$ cat src/hw/rtl/byte_ring_fifo_pattern_search_unit_defines.svh
// ----------------------------------------------------------------------------
// Byte ring FIFO pattern search - assertion macros
// Shared property wrappers; they expect clk and rst_n in the enclosing scope.
// ----------------------------------------------------------------------------
`ifndef BYTE_RING_FIFO_PATTERN_SEARCH_UNIT_DEFINES_SVH
`define BYTE_RING_FIFO_PATTERN_SEARCH_UNIT_DEFINES_SVH

// Same-cycle implication, disabled while reset is asserted.
`define BRFPS_ASSERT_IMP(lbl, ante, cons, msg) \
  lbl: assert property (@(posedge clk) disable iff (!rst_n) (ante) |-> (cons)) \
    else $error(msg);

// Next-cycle implication, disabled while reset is asserted.
`define BRFPS_ASSERT_NXT(lbl, ante, cons, msg) \
  lbl: assert property (@(posedge clk) disable iff (!rst_n) (ante) |=> (cons)) \
    else $error(msg);

`endif

$ cat src/hw/rtl/brfps_pkg.sv
// ----------------------------------------------------------------------------
// Byte ring FIFO pattern search - package
// Operation and status codes, transaction structs and port widths.
// ----------------------------------------------------------------------------
`timescale 1ns / 1ps

package brfps_pkg;

  localparam int IN_TDATA_W  = 32;
  localparam int OUT_TDATA_W = 24;

  typedef enum logic [1:0] {
    OP_WRITE  = 2'd0,
    OP_READ   = 2'd1,
    OP_SEARCH = 2'd2,
    OP_CLEAR  = 2'd3
  } op_t;

  typedef enum logic [1:0] {
    STAT_OK        = 2'd0,
    STAT_REJECT    = 2'd1,
    STAT_NOT_FOUND = 2'd2
  } status_t;

  typedef enum logic {
    CFG_PATTERN     = 1'b0,
    CFG_PATTERN_LEN = 1'b1
  } cfg_idx_t;

  typedef struct packed {
    op_t        op;
    logic [7:0] data;
    logic       burst_first;
    logic [7:0] burst_len;
    logic [6:0] read_len;
    logic       direction;
  } in_item_t;

  typedef struct packed {
    status_t    status;
    logic [7:0] read_data;
    logic       last;
    logic [7:0] match_index;
    logic [7:0] fill_count;
  } res_t;

endpackage

$ cat src/hw/rtl/brfps_obuf.sv
// ----------------------------------------------------------------------------
// Byte ring FIFO pattern search - result queue
// Two-entry result queue; entry zero drives the master-side stream port.
// ----------------------------------------------------------------------------
`timescale 1ns / 1ps

module brfps_obuf (
  input  logic            clk,
  input  logic            rst_n,
  input  logic            push,
  input  brfps_pkg::res_t push_data,
  output logic            push_ready,
  output logic            out_valid,
  output brfps_pkg::res_t out_data,
  input  logic            out_ready
);

  logic            v0_r, v0_nxt;
  logic            v1_r, v1_nxt;
  brfps_pkg::res_t d0_r, d0_nxt;
  brfps_pkg::res_t d1_r, d1_nxt;
  logic            pop;

  assign pop        = v0_r && out_ready;
  assign push_ready = !v1_r;
  assign out_valid  = v0_r;
  assign out_data   = d0_r;

  always_comb begin
    v0_nxt = v0_r;
    v1_nxt = v1_r;
    d0_nxt = d0_r;
    d1_nxt = d1_r;
    if (pop) begin
      if (v1_r) begin
        d0_nxt = d1_r;
        v0_nxt = 1'b1;
        v1_nxt = push;
        d1_nxt = push_data;
      end else begin
        d0_nxt = push_data;
        v0_nxt = push;
        v1_nxt = 1'b0;
      end
    end else if (push) begin
      if (!v0_r) begin
        d0_nxt = push_data;
        v0_nxt = 1'b1;
      end else begin
        d1_nxt = push_data;
        v1_nxt = 1'b1;
      end
    end
  end

  always_ff @(posedge clk) begin
    if (!rst_n) begin
      v0_r <= 1'b0;
      v1_r <= 1'b0;
    end else begin
      v0_r <= v0_nxt;
      v1_r <= v1_nxt;
    end
    d0_r <= d0_nxt;
    d1_r <= d1_nxt;
  end

endmodule

$ cat src/hw/rtl/brfps_engine.sv
// ----------------------------------------------------------------------------
// Byte ring FIFO pattern search - engine
// Byte store, ring pointers and the sequencer for write, read, search, clear.
// ----------------------------------------------------------------------------
`timescale 1ns / 1ps
`include "byte_ring_fifo_pattern_search_unit_defines.svh"

module brfps_engine #(
  parameter int DEPTH       = 256,
  parameter int MAX_PATTERN = 8,
  parameter int MAX_READ    = 64
) (
  input  logic                clk,
  input  logic                rst_n,
  input  logic                in_valid,
  input  brfps_pkg::in_item_t in_item,
  output logic                in_ready,
  input  logic [63:0]         pattern,
  input  logic [3:0]          pat_len,
  output logic                push,
  output brfps_pkg::res_t     res,
  input  logic                push_ready
);

  localparam int AW = $clog2(DEPTH);
  localparam int XW = ((AW > 8) ? AW : 8) + 1;
  localparam logic [AW-1:0] LAST_SLOT = AW'(DEPTH - 1);
  localparam logic [3:0]    MAXP_4    = 4'(MAX_PATTERN);
  localparam logic [6:0]    MAXR_7    = 7'(MAX_READ);

  typedef enum logic [3:0] {
    S_IDLE = 4'b0001,
    S_READ = 4'b0010,
    S_SCAN = 4'b0100,
    S_RESP = 4'b1000
  } state_t;

  function automatic logic [AW-1:0] p_inc(input logic [AW-1:0] a);
    return (a == LAST_SLOT) ? '0 : a + AW'(1);
  endfunction

  function automatic logic [AW-1:0] p_dec(input logic [AW-1:0] a);
    return (a == '0) ? LAST_SLOT : a - AW'(1);
  endfunction

  // Modular a - b on the ring, with b below DEPTH.
  function automatic logic [AW-1:0] p_sub(input logic [AW-1:0] a, input logic [XW-1:0] b);
    logic [XW-1:0] t;
    if (XW'(a) >= b) t = XW'(a) - b;
    else t = XW'(a) + XW'(DEPTH) - b;
    return t[AW-1:0];
  endfunction

  function automatic logic [7:0] to8(input logic [AW-1:0] a);
    logic [XW-1:0] t;
    t = XW'(a);
    return t[7:0];
  endfunction

  // Byte store
  logic [7:0]    mem [DEPTH];
  logic          mem_we;
  logic          mem_re;
  logic [AW-1:0] mem_raddr;
  logic [7:0]    rdata_r;

  state_t        st_r, st_nxt;
  logic [AW-1:0] head_r, head_nxt;
  logic [AW-1:0] tail_r, tail_nxt;
  logic          drop_r, drop_nxt;
  logic [6:0]    rd_left_r, rd_left_nxt;
  logic [AW-1:0] scan_left_r, scan_left_nxt;
  logic [AW-1:0] raddr_r;
  logic [3:0]    seen_r, seen_nxt;
  logic [3:0]    plen_r, plen_nxt;
  logic          dir_r, dir_nxt;
  logic [AW-1:0] match_r, match_nxt;
  logic          found_r, found_nxt;
  logic [MAX_PATTERN-1:0][7:0] sh_r, sh_nxt;

  logic [AW-1:0] fill;
  logic [AW-1:0] freeb;
  logic [3:0]    plen_in;
  logic          wr_ok;
  logic          seen_full;
  logic          win_ok;
  logic          acc;

  assign fill     = p_sub(head_r, XW'(tail_r));
  assign freeb    = LAST_SLOT - fill;
  assign in_ready = (st_r == S_IDLE) && push_ready;
  assign acc      = in_valid && in_ready;
  assign plen_in  = (pat_len == 4'd0) ? 4'd1 : ((pat_len > MAXP_4) ? MAXP_4 : pat_len);

  always_comb begin
    if (in_item.burst_first) wr_ok = (XW'(in_item.burst_len) <= XW'(freeb)) && (freeb != '0);
    else wr_ok = !drop_r && (freeb != '0);
  end

  // Window held in the shift line: entry zero is the byte just read. Scanning
  // upward the window ends there, scanning downward it starts there.
  always_comb begin
    logic [7:0] want;
    sh_nxt[0] = rdata_r;
    for (int i = 1; i < MAX_PATTERN; i++) sh_nxt[i] = sh_r[i-1];
    win_ok = 1'b1;
    for (int i = 0; i < MAX_PATTERN; i++) begin
      want = 8'h00;
      for (int j = 0; j < MAX_PATTERN; j++) begin
        if (dir_r) begin
          if (j == i) want = pattern[8*j +: 8];
        end else if ((i + j + 1) == int'(plen_r)) begin
          want = pattern[8*j +: 8];
        end
      end
      if ((i < int'(plen_r)) && (sh_nxt[i] != want)) win_ok = 1'b0;
    end
  end

  assign seen_full = (5'(seen_r) + 5'd1) >= 5'(plen_r);

  always_comb begin
    st_nxt        = st_r;
    head_nxt      = head_r;
    tail_nxt      = tail_r;
    drop_nxt      = drop_r;
    rd_left_nxt   = rd_left_r;
    scan_left_nxt = scan_left_r;
    seen_nxt      = seen_r;
    plen_nxt      = plen_r;
    dir_nxt       = dir_r;
    match_nxt     = match_r;
    found_nxt     = found_r;
    mem_we        = 1'b0;
    mem_re        = 1'b0;
    mem_raddr     = tail_r;
    push          = 1'b0;
    res           = brfps_pkg::res_t'('0);
    res.last      = 1'b1;

    unique case (st_r)
      S_IDLE: begin
        if (acc) begin
          unique case (in_item.op)
            brfps_pkg::OP_WRITE: begin
              if (in_item.burst_first) drop_nxt = (XW'(in_item.burst_len) > XW'(freeb));
              push           = 1'b1;
              res.status     = wr_ok ? brfps_pkg::STAT_OK : brfps_pkg::STAT_REJECT;
              res.fill_count = to8(fill + AW'(wr_ok));
              if (wr_ok) begin
                mem_we   = 1'b1;
                head_nxt = p_inc(head_r);
              end
            end
            brfps_pkg::OP_READ: begin
              if (in_item.read_len == 7'd0) begin
                // Nothing asked for, nothing returned.
              end else if ((in_item.read_len > MAXR_7) ||
                           (XW'(in_item.read_len) > XW'(fill))) begin
                push           = 1'b1;
                res.status     = brfps_pkg::STAT_REJECT;
                res.fill_count = to8(fill);
              end else begin
                mem_re      = 1'b1;
                mem_raddr   = tail_r;
                rd_left_nxt = in_item.read_len;
                st_nxt      = S_READ;
              end
            end
            brfps_pkg::OP_SEARCH: begin
              if (XW'(fill) < XW'(plen_in)) begin
                push           = 1'b1;
                res.status     = brfps_pkg::STAT_NOT_FOUND;
                res.fill_count = to8(fill);
              end else begin
                mem_re        = 1'b1;
                mem_raddr     = in_item.direction ? p_dec(head_r) : tail_r;
                scan_left_nxt = fill - AW'(1);
                seen_nxt      = 4'd0;
                plen_nxt      = plen_in;
                dir_nxt       = in_item.direction;
                st_nxt        = S_SCAN;
              end
            end
            brfps_pkg::OP_CLEAR: begin
              head_nxt       = '0;
              tail_nxt       = '0;
              drop_nxt       = 1'b0;
              push           = 1'b1;
              res.status     = brfps_pkg::STAT_OK;
              res.fill_count = 8'd0;
            end
            default: ;
          endcase
        end
      end
      S_READ: begin
        // rdata_r holds the byte at tail_r until the queue takes it.
        if (push_ready) begin
          push           = 1'b1;
          res.status     = brfps_pkg::STAT_OK;
          res.read_data  = rdata_r;
          res.last       = (rd_left_r == 7'd1);
          res.fill_count = to8(fill - AW'(1));
          tail_nxt       = p_inc(tail_r);
          rd_left_nxt    = rd_left_r - 7'd1;
          if (rd_left_r == 7'd1) begin
            st_nxt = S_IDLE;
          end else begin
            mem_re    = 1'b1;
            mem_raddr = p_inc(tail_r);
          end
        end
      end
      S_SCAN: begin
        seen_nxt = seen_full ? plen_r : seen_r + 4'd1;
        if (seen_full && win_ok) begin
          found_nxt = 1'b1;
          match_nxt = dir_r ? raddr_r : p_sub(raddr_r, XW'(plen_r - 4'd1));
          st_nxt    = S_RESP;
        end else if (scan_left_r == '0) begin
          found_nxt = 1'b0;
          st_nxt    = S_RESP;
        end else begin
          mem_re        = 1'b1;
          mem_raddr     = dir_r ? p_dec(raddr_r) : p_inc(raddr_r);
          scan_left_nxt = scan_left_r - AW'(1);
        end
      end
      S_RESP: begin
        if (push_ready) begin
          push            = 1'b1;
          res.status      = found_r ? brfps_pkg::STAT_OK : brfps_pkg::STAT_NOT_FOUND;
          res.match_index = found_r ? to8(match_r) : 8'd0;
          res.fill_count  = to8(fill);
          st_nxt          = S_IDLE;
        end
      end
      default: st_nxt = S_IDLE;
    endcase
  end

  always_ff @(posedge clk) begin
    if (mem_we) mem[head_r] <= in_item.data;
    if (mem_re) begin
      rdata_r <= mem[mem_raddr];
      raddr_r <= mem_raddr;
    end
  end

  always_ff @(posedge clk) begin
    if (!rst_n) begin
      st_r   <= S_IDLE;
      head_r <= '0;
      tail_r <= '0;
      drop_r <= 1'b0;
    end else begin
      st_r   <= st_nxt;
      head_r <= head_nxt;
      tail_r <= tail_nxt;
      drop_r <= drop_nxt;
    end
    rd_left_r   <= rd_left_nxt;
    scan_left_r <= scan_left_nxt;
    seen_r      <= seen_nxt;
    plen_r      <= plen_nxt;
    dir_r       <= dir_nxt;
    match_r     <= match_nxt;
    found_r     <= found_nxt;
    if (st_r == S_SCAN) sh_r <= sh_nxt;
  end

  `BRFPS_ASSERT_IMP(a_read_not_empty, st_r == S_READ, fill != '0, "read runs on an empty ring")
  `BRFPS_ASSERT_IMP(a_scan_in_range, st_r == S_SCAN, XW'(scan_left_r) < XW'(fill), "scan overruns stored bytes")
  `BRFPS_ASSERT_NXT(a_clear_empties, acc && (in_item.op == brfps_pkg::OP_CLEAR), (head_r == tail_r) && !drop_r, "clear left data or drop flag")
  `BRFPS_ASSERT_IMP(a_idle_single, push && (st_r == S_IDLE), res.last, "single-result item without last")
  `BRFPS_ASSERT_NXT(a_read_ends, push && (st_r == S_READ) && res.last, st_r == S_IDLE, "read did not return to idle")

endmodule

$ cat src/hw/rtl/byte_ring_fifo_pattern_search_unit.sv
// ----------------------------------------------------------------------------
// Byte ring FIFO pattern search unit - top level
// Holds DEPTH-1 bytes in a ring; pushes, reads, searches and clears on request.
// ----------------------------------------------------------------------------
// Usage:
// Commands enter on the in_ stream: in_tuser carries the operation, in_tdata
// the operands. Results leave on the out_ stream: out_tuser is the status,
// out_tlast marks the final result of a command. The user is to set the
// pattern and its length through the cfg_ write port only while no command
// is in progress; the block itself does not enforce it. Throughput: a steady
// run of writes goes at one per cycle while the result queue has room; each
// result is registered in the result queue before it leaves on the out_
// stream. A read sends its bytes one per cycle while the queue has room. A
// search scans one stored byte per cycle through the single read port of the
// byte store; a rejected read or a search on too few bytes answers from idle.
// Reset empties the ring, clears the burst drop flag, the result queue and
// the pattern (length one). Results wait in a two-entry queue; when the
// receiver stalls and the queue fills, the engine holds and in_tready drops.
// ----------------------------------------------------------------------------
`timescale 1ns / 1ps

module byte_ring_fifo_pattern_search_unit #(
  parameter int DEPTH       = 256,
  parameter int MAX_PATTERN = 8,
  parameter int MAX_READ    = 64
) (
  input  logic                              clk,
  input  logic                              rst_n,
  input  logic                              in_tvalid,
  output logic                              in_tready,
  // data[7:0], burst_first[8], burst_len[16:9], read_len[23:17],
  // direction[24], zero fill[31:25]
  input  logic [brfps_pkg::IN_TDATA_W-1:0]  in_tdata,
  // op[1:0]
  input  logic [1:0]                        in_tuser,
  output logic                              out_tvalid,
  input  logic                              out_tready,
  // read_data[7:0], match_index[15:8], fill_count[23:16]
  output logic [brfps_pkg::OUT_TDATA_W-1:0] out_tdata,
  // status[1:0]
  output logic [1:0]                        out_tuser,
  output logic                              out_tlast,
  input  logic                              cfg_we,
  input  logic                              cfg_idx,
  input  logic [63:0]                       cfg_wdata
);

  logic [63:0]         pattern_r;
  logic [3:0]          pat_len_r;
  brfps_pkg::in_item_t in_item;
  brfps_pkg::res_t     push_data;
  brfps_pkg::res_t     out_data;
  logic                push;
  logic                push_ready;

  always_ff @(posedge clk) begin
    if (!rst_n) begin
      pattern_r <= 64'd0;
      pat_len_r <= 4'd1;
    end else if (cfg_we) begin
      unique case (brfps_pkg::cfg_idx_t'(cfg_idx))
        brfps_pkg::CFG_PATTERN:     pattern_r <= cfg_wdata;
        brfps_pkg::CFG_PATTERN_LEN: pat_len_r <= cfg_wdata[3:0];
        default: ;
      endcase
    end
  end

  always_comb begin
    in_item.op          = brfps_pkg::op_t'(in_tuser);
    in_item.data        = in_tdata[7:0];
    in_item.burst_first = in_tdata[8];
    in_item.burst_len   = in_tdata[16:9];
    in_item.read_len    = in_tdata[23:17];
    in_item.direction   = in_tdata[24];
  end

  brfps_engine #(
    .DEPTH       (DEPTH),
    .MAX_PATTERN (MAX_PATTERN),
    .MAX_READ    (MAX_READ)
  ) u_engine (
    .clk        (clk),
    .rst_n      (rst_n),
    .in_valid   (in_tvalid),
    .in_item    (in_item),
    .in_ready   (in_tready),
    .pattern    (pattern_r),
    .pat_len    (pat_len_r),
    .push       (push),
    .res        (push_data),
    .push_ready (push_ready)
  );

  brfps_obuf u_obuf (
    .clk        (clk),
    .rst_n      (rst_n),
    .push       (push),
    .push_data  (push_data),
    .push_ready (push_ready),
    .out_valid  (out_tvalid),
    .out_data   (out_data),
    .out_ready  (out_tready)
  );

  assign out_tdata = {out_data.fill_count, out_data.match_index, out_data.read_data};
  assign out_tuser = out_data.status;
  assign out_tlast = out_data.last;

endmodule

$ cat config.mk
export PLATFORM = sky130hd
export DESIGN_NAME = byte_ring_fifo_pattern_search_unit
export DESIGN_NICKNAME = d
export VERILOG_FILES = /design/src/hw/rtl/brfps_pkg.sv /design/src/hw/rtl/brfps_obuf.sv /design/src/hw/rtl/brfps_engine.sv /design/src/hw/rtl/byte_ring_fifo_pattern_search_unit.sv
export VERILOG_INCLUDE_DIRS = /design/src /design/src/hw/rtl
export SDC_FILE = /design/constraint.sdc
export NUM_CORES = 2
export LEC_CHECK = 0
export ABC_AREA = 1
export BUFFER_PORTS_ARGS = -buffer_cell sky130_fd_sc_hd__buf_2
export CAP_MARGIN = 20
export CORE_UTILIZATION = 28
export CTS_CLUSTER_SIZE = 28
export DETAILED_ROUTE_END_ITERATION = 10
export PLACE_DENSITY_LB_ADDON = 0.05
export SYNTH_ARGS = -nofsm -noshare
export SYNTH_HDL_FRONTEND = slang
export SYNTH_SLANG_ARGS = --single-unit
$ cat constraint.sdc
create_clock -name clk -period 6.3 [get_ports clk]
set_clock_uncertainty 0.2 [all_clocks]
set_input_delay 0.315 -clock clk [delete_from_list [all_inputs] [get_ports clk]]
set_output_delay 0.315 -clock clk [all_outputs]
set_load 0.005 [all_outputs]
==> flow_summary.ini <==
[yosys]
syn_nets = 11100
synth_edf_count = 2207
synth_fa_ha_area_share_pct = 0.752
syn_avg_cell_area_sq_um = 9.89
synth_top_family_by_area = simple AND/OR/NAND/NOR gates
synth_seq_area_share_pct = 62.8
synth_xor_xnor_area_share_pct = 0.226
syn_inst = 11000
ys_ff_latch = 2298
synth_most_common_cell = nand2_1
yosys_warnings = 0
ys.flop_type = edfxtp_1
synth.top_cell.area_share_pct = 61.1
netlist_top_cells_count = nand2_1 (2509), edfxtp_1 (2207), nand3_1 (1959), inv_1 (1370), nand3b_1 (643)
ys_types = 54
synthTopCellsByArea = edfxtp_1 (61%), nand3_1 (9.0%), nand2_1 (8.7%)
synthArstFlopShare_pct = 0
yosys.area_share.simple_pct = 24.7
synth_compound_gate_area_share_pct = 3.80
synth_mux_area_share_pct = 0.0185
syn-cell-area_sq_um = 108000
synth_top_area_cell = edfxtp_1

[final_layout]
drive_gt1_share_pct = 13.4
final_nets = 11900
syn2layout_area_growth_pct = 22.7
postLayoutCoreUtil_pct = 34.5

[die]
row_count = 228
fp.dieW_um = 624
die_h_um = 624
die-area_sq_um = 390000
initial_utilization_pct = 28.1
fp.coreArea_sq_um = 386000
num_io_pins = 133

[worst_setup_path]
arrival_ps = 6540
critical_path_class = register to register
path_delay_family = simple AND/OR/NAND/NOR gates
crit_top_cell = nand2_1
crit_path_top_delay_cell = edfxtp_1
slowest_delay_ps = 400
crit_fanout = 31
cp-start-kind = register
worst_ep_required_time_ps = 6750
cp-end-kind = register
path_buf_inv = 9

[clock_network]
htreeDepth = 5
cts_num_sinks = 2298
root_buffer = clkbuf_16
cts_tree = built
cts_buffers = 293
clockBufferDepth = 4
clkTransAtPathRegs_ps = 60
clk_latency_ps = 930

[route]
drt_wl_total_um = 427000
top_layer = met5
drtAntennaViolNets = 0
wire_per_inst_um = 24.8
route.met2.wl_um = 200000
firstDrtPassIters = 8
route.detailed.drc = 0
viasPerCell = 4.80
met3_length_um = 18100
wl_met1_um = 197000
num_vias = 82500
drtIter0Drc = 7055

[timing]
slew_headroom_pct = 27.8
finalHoldViolations = 0
setup_viol = 0
setup_ws_ps = 207
post-route-period-util_pct = 96.7
fin_crit_ps = 6090
worst_slew_pin_slew_ps = 1080
rsz0062_at_grt = true
report.final.slew_viol_count = 0
max_freq_mhz = 164
setup-tns-final_ps = 0

[grt]
grt_max_degree = 121
grt_overflow_total = 0
antenna_found_initial = 23
grt_pass1_vias = 81100
grt_use_total_pct = 21.1
grt_pass1_wl_um = 599000

[place]
port_buffers = 125
hpwl_um = 271000
routabilityCongestion = 0.882
pre_cts_slack_ps = -606

[power_and_ir_drop]
power_uw = 70200
powerDensity_nw_per_um2 = 528
power_leakage_uw = 0.0522
ir_worst_vdd_mv = 0.600

[min_path]
hold_class = input pin to register

[run]
cap_viol_max_count = 0

[outcome]
status = finished clean
sequential cells by signal (all words and copies together), names as in the netlist, 27 cells and up:
register and cells:
u_engine.mem 2048, u_obuf.d1_r 27, u_obuf.out_data 27, u_engine.sh_nxt 56, pattern_r 64
worst reg2reg max path: cells and delay by family, from the launching register on:
kind	cells	cell delay, ps
AND/OR/NAND/NOR	29	3260
buffers and inverters	9	1620
flip-flops	1	400
adder cells (fa/ha/maj)	1	220
AO/OA/AOI/OAI	1	130
placed cells by master, fill, tap and decap left out, types with 57 or more instances in the layout:
cell type,instances
inv_1,1360
nand3b_1,643
edfxtp_1,2207
clkbuf_1,74
clkinv_1,70
dfxtp_1,91
buf_12,111
a21oi_1,238
dlygate4sd3_1,172
o21ai_1,57
nand3_2,68
nand3_1,1876
ha_1,59
buf_2,117
buf_4,693
nor2_1,539
o21ai_0,266
nand2_1,2491
clkbuf_16,311
o211ai_1,112
final timing paths:
| check | startpoint | slack, ps | cells after the start | to |
|---|---|---|---|---|
| worst max register to register | u_engine.plen_r[0] | 210 | 40 | u_engine.rdata_r[4] |
| worst max-delay path | u_engine.plen_r[0] | 210 | 40 | u_engine.rdata_r[4] |
| worst min-delay path | in_tdata[19] | 90 | 4 | u_engine.rd_left_r[2] |
| worst min register to register | u_engine.sh_nxt[25] | 270 | 0 | u_engine.sh_nxt[33] |
where the power goes:
part | total, uW | internal, uW | switching, uW
clock | 16200 | 9190 | 7010
combinational | 36700 | 12100 | 24600
sequential | 17300 | 17100 | 230
area by class of cell:
class | instances | area (sq um)
diodes | 6 | 15.0
clock buffers | 373 | 7730
clock inverters | 148 | 1280
fillers | 39300 | 253000
inverters | 1413 | 5360
multi-input cells | 6598 | 32800
flip-flops and latches | 2298 | 68100
well taps | 5175 | 6470
repair buffers | 1169 | 11300
per-layer routing:
layer	up-vias	global-route usage (%)
met3	561	2.17
met2	2108	35.0
met1	41000	29.2
met4	2	5.82
met5	-	0
li1	38800	-
through the flow:
| step | hold slack [ps] | std cells | instance area, sq um |
|---|---|---|---|
| detailed placement | 263 | 16400 | 121000 |
| CTS | 17.5 | 17100 | 132000 |
| finish | 85.0 | 17200 | 133000 |
| floorplan | 214 | 11000 | 108000 |
| global route | 53.8 | 17200 | 133000 |
| global placement | 250 | 16400 | 121000 |
cells by family (layout without fill, tap and decap cells):
group / after synthesis / in the layout
mux: 2 / 2
other cells: 0 / 6
simple gates: 5766 / 5766
flops: 2298 / 2298
fa+ha+maj: 64 / 64
xor+xnor: 28 / 28
buf+inv: 2075 / 3103
compound gates: 738 / 738
what timing repair did:
item	4_1_cts	5_1_grt
hold buffers	172	0
resized for setup	49	154
buffers inserted	6	22
endpoints found under the hold margin	601	0
cloned	6	15
endpoints found under the setup margin	8	162
pin swaps	1	15
Note: power is estimated with default switching activity, not from simulation.
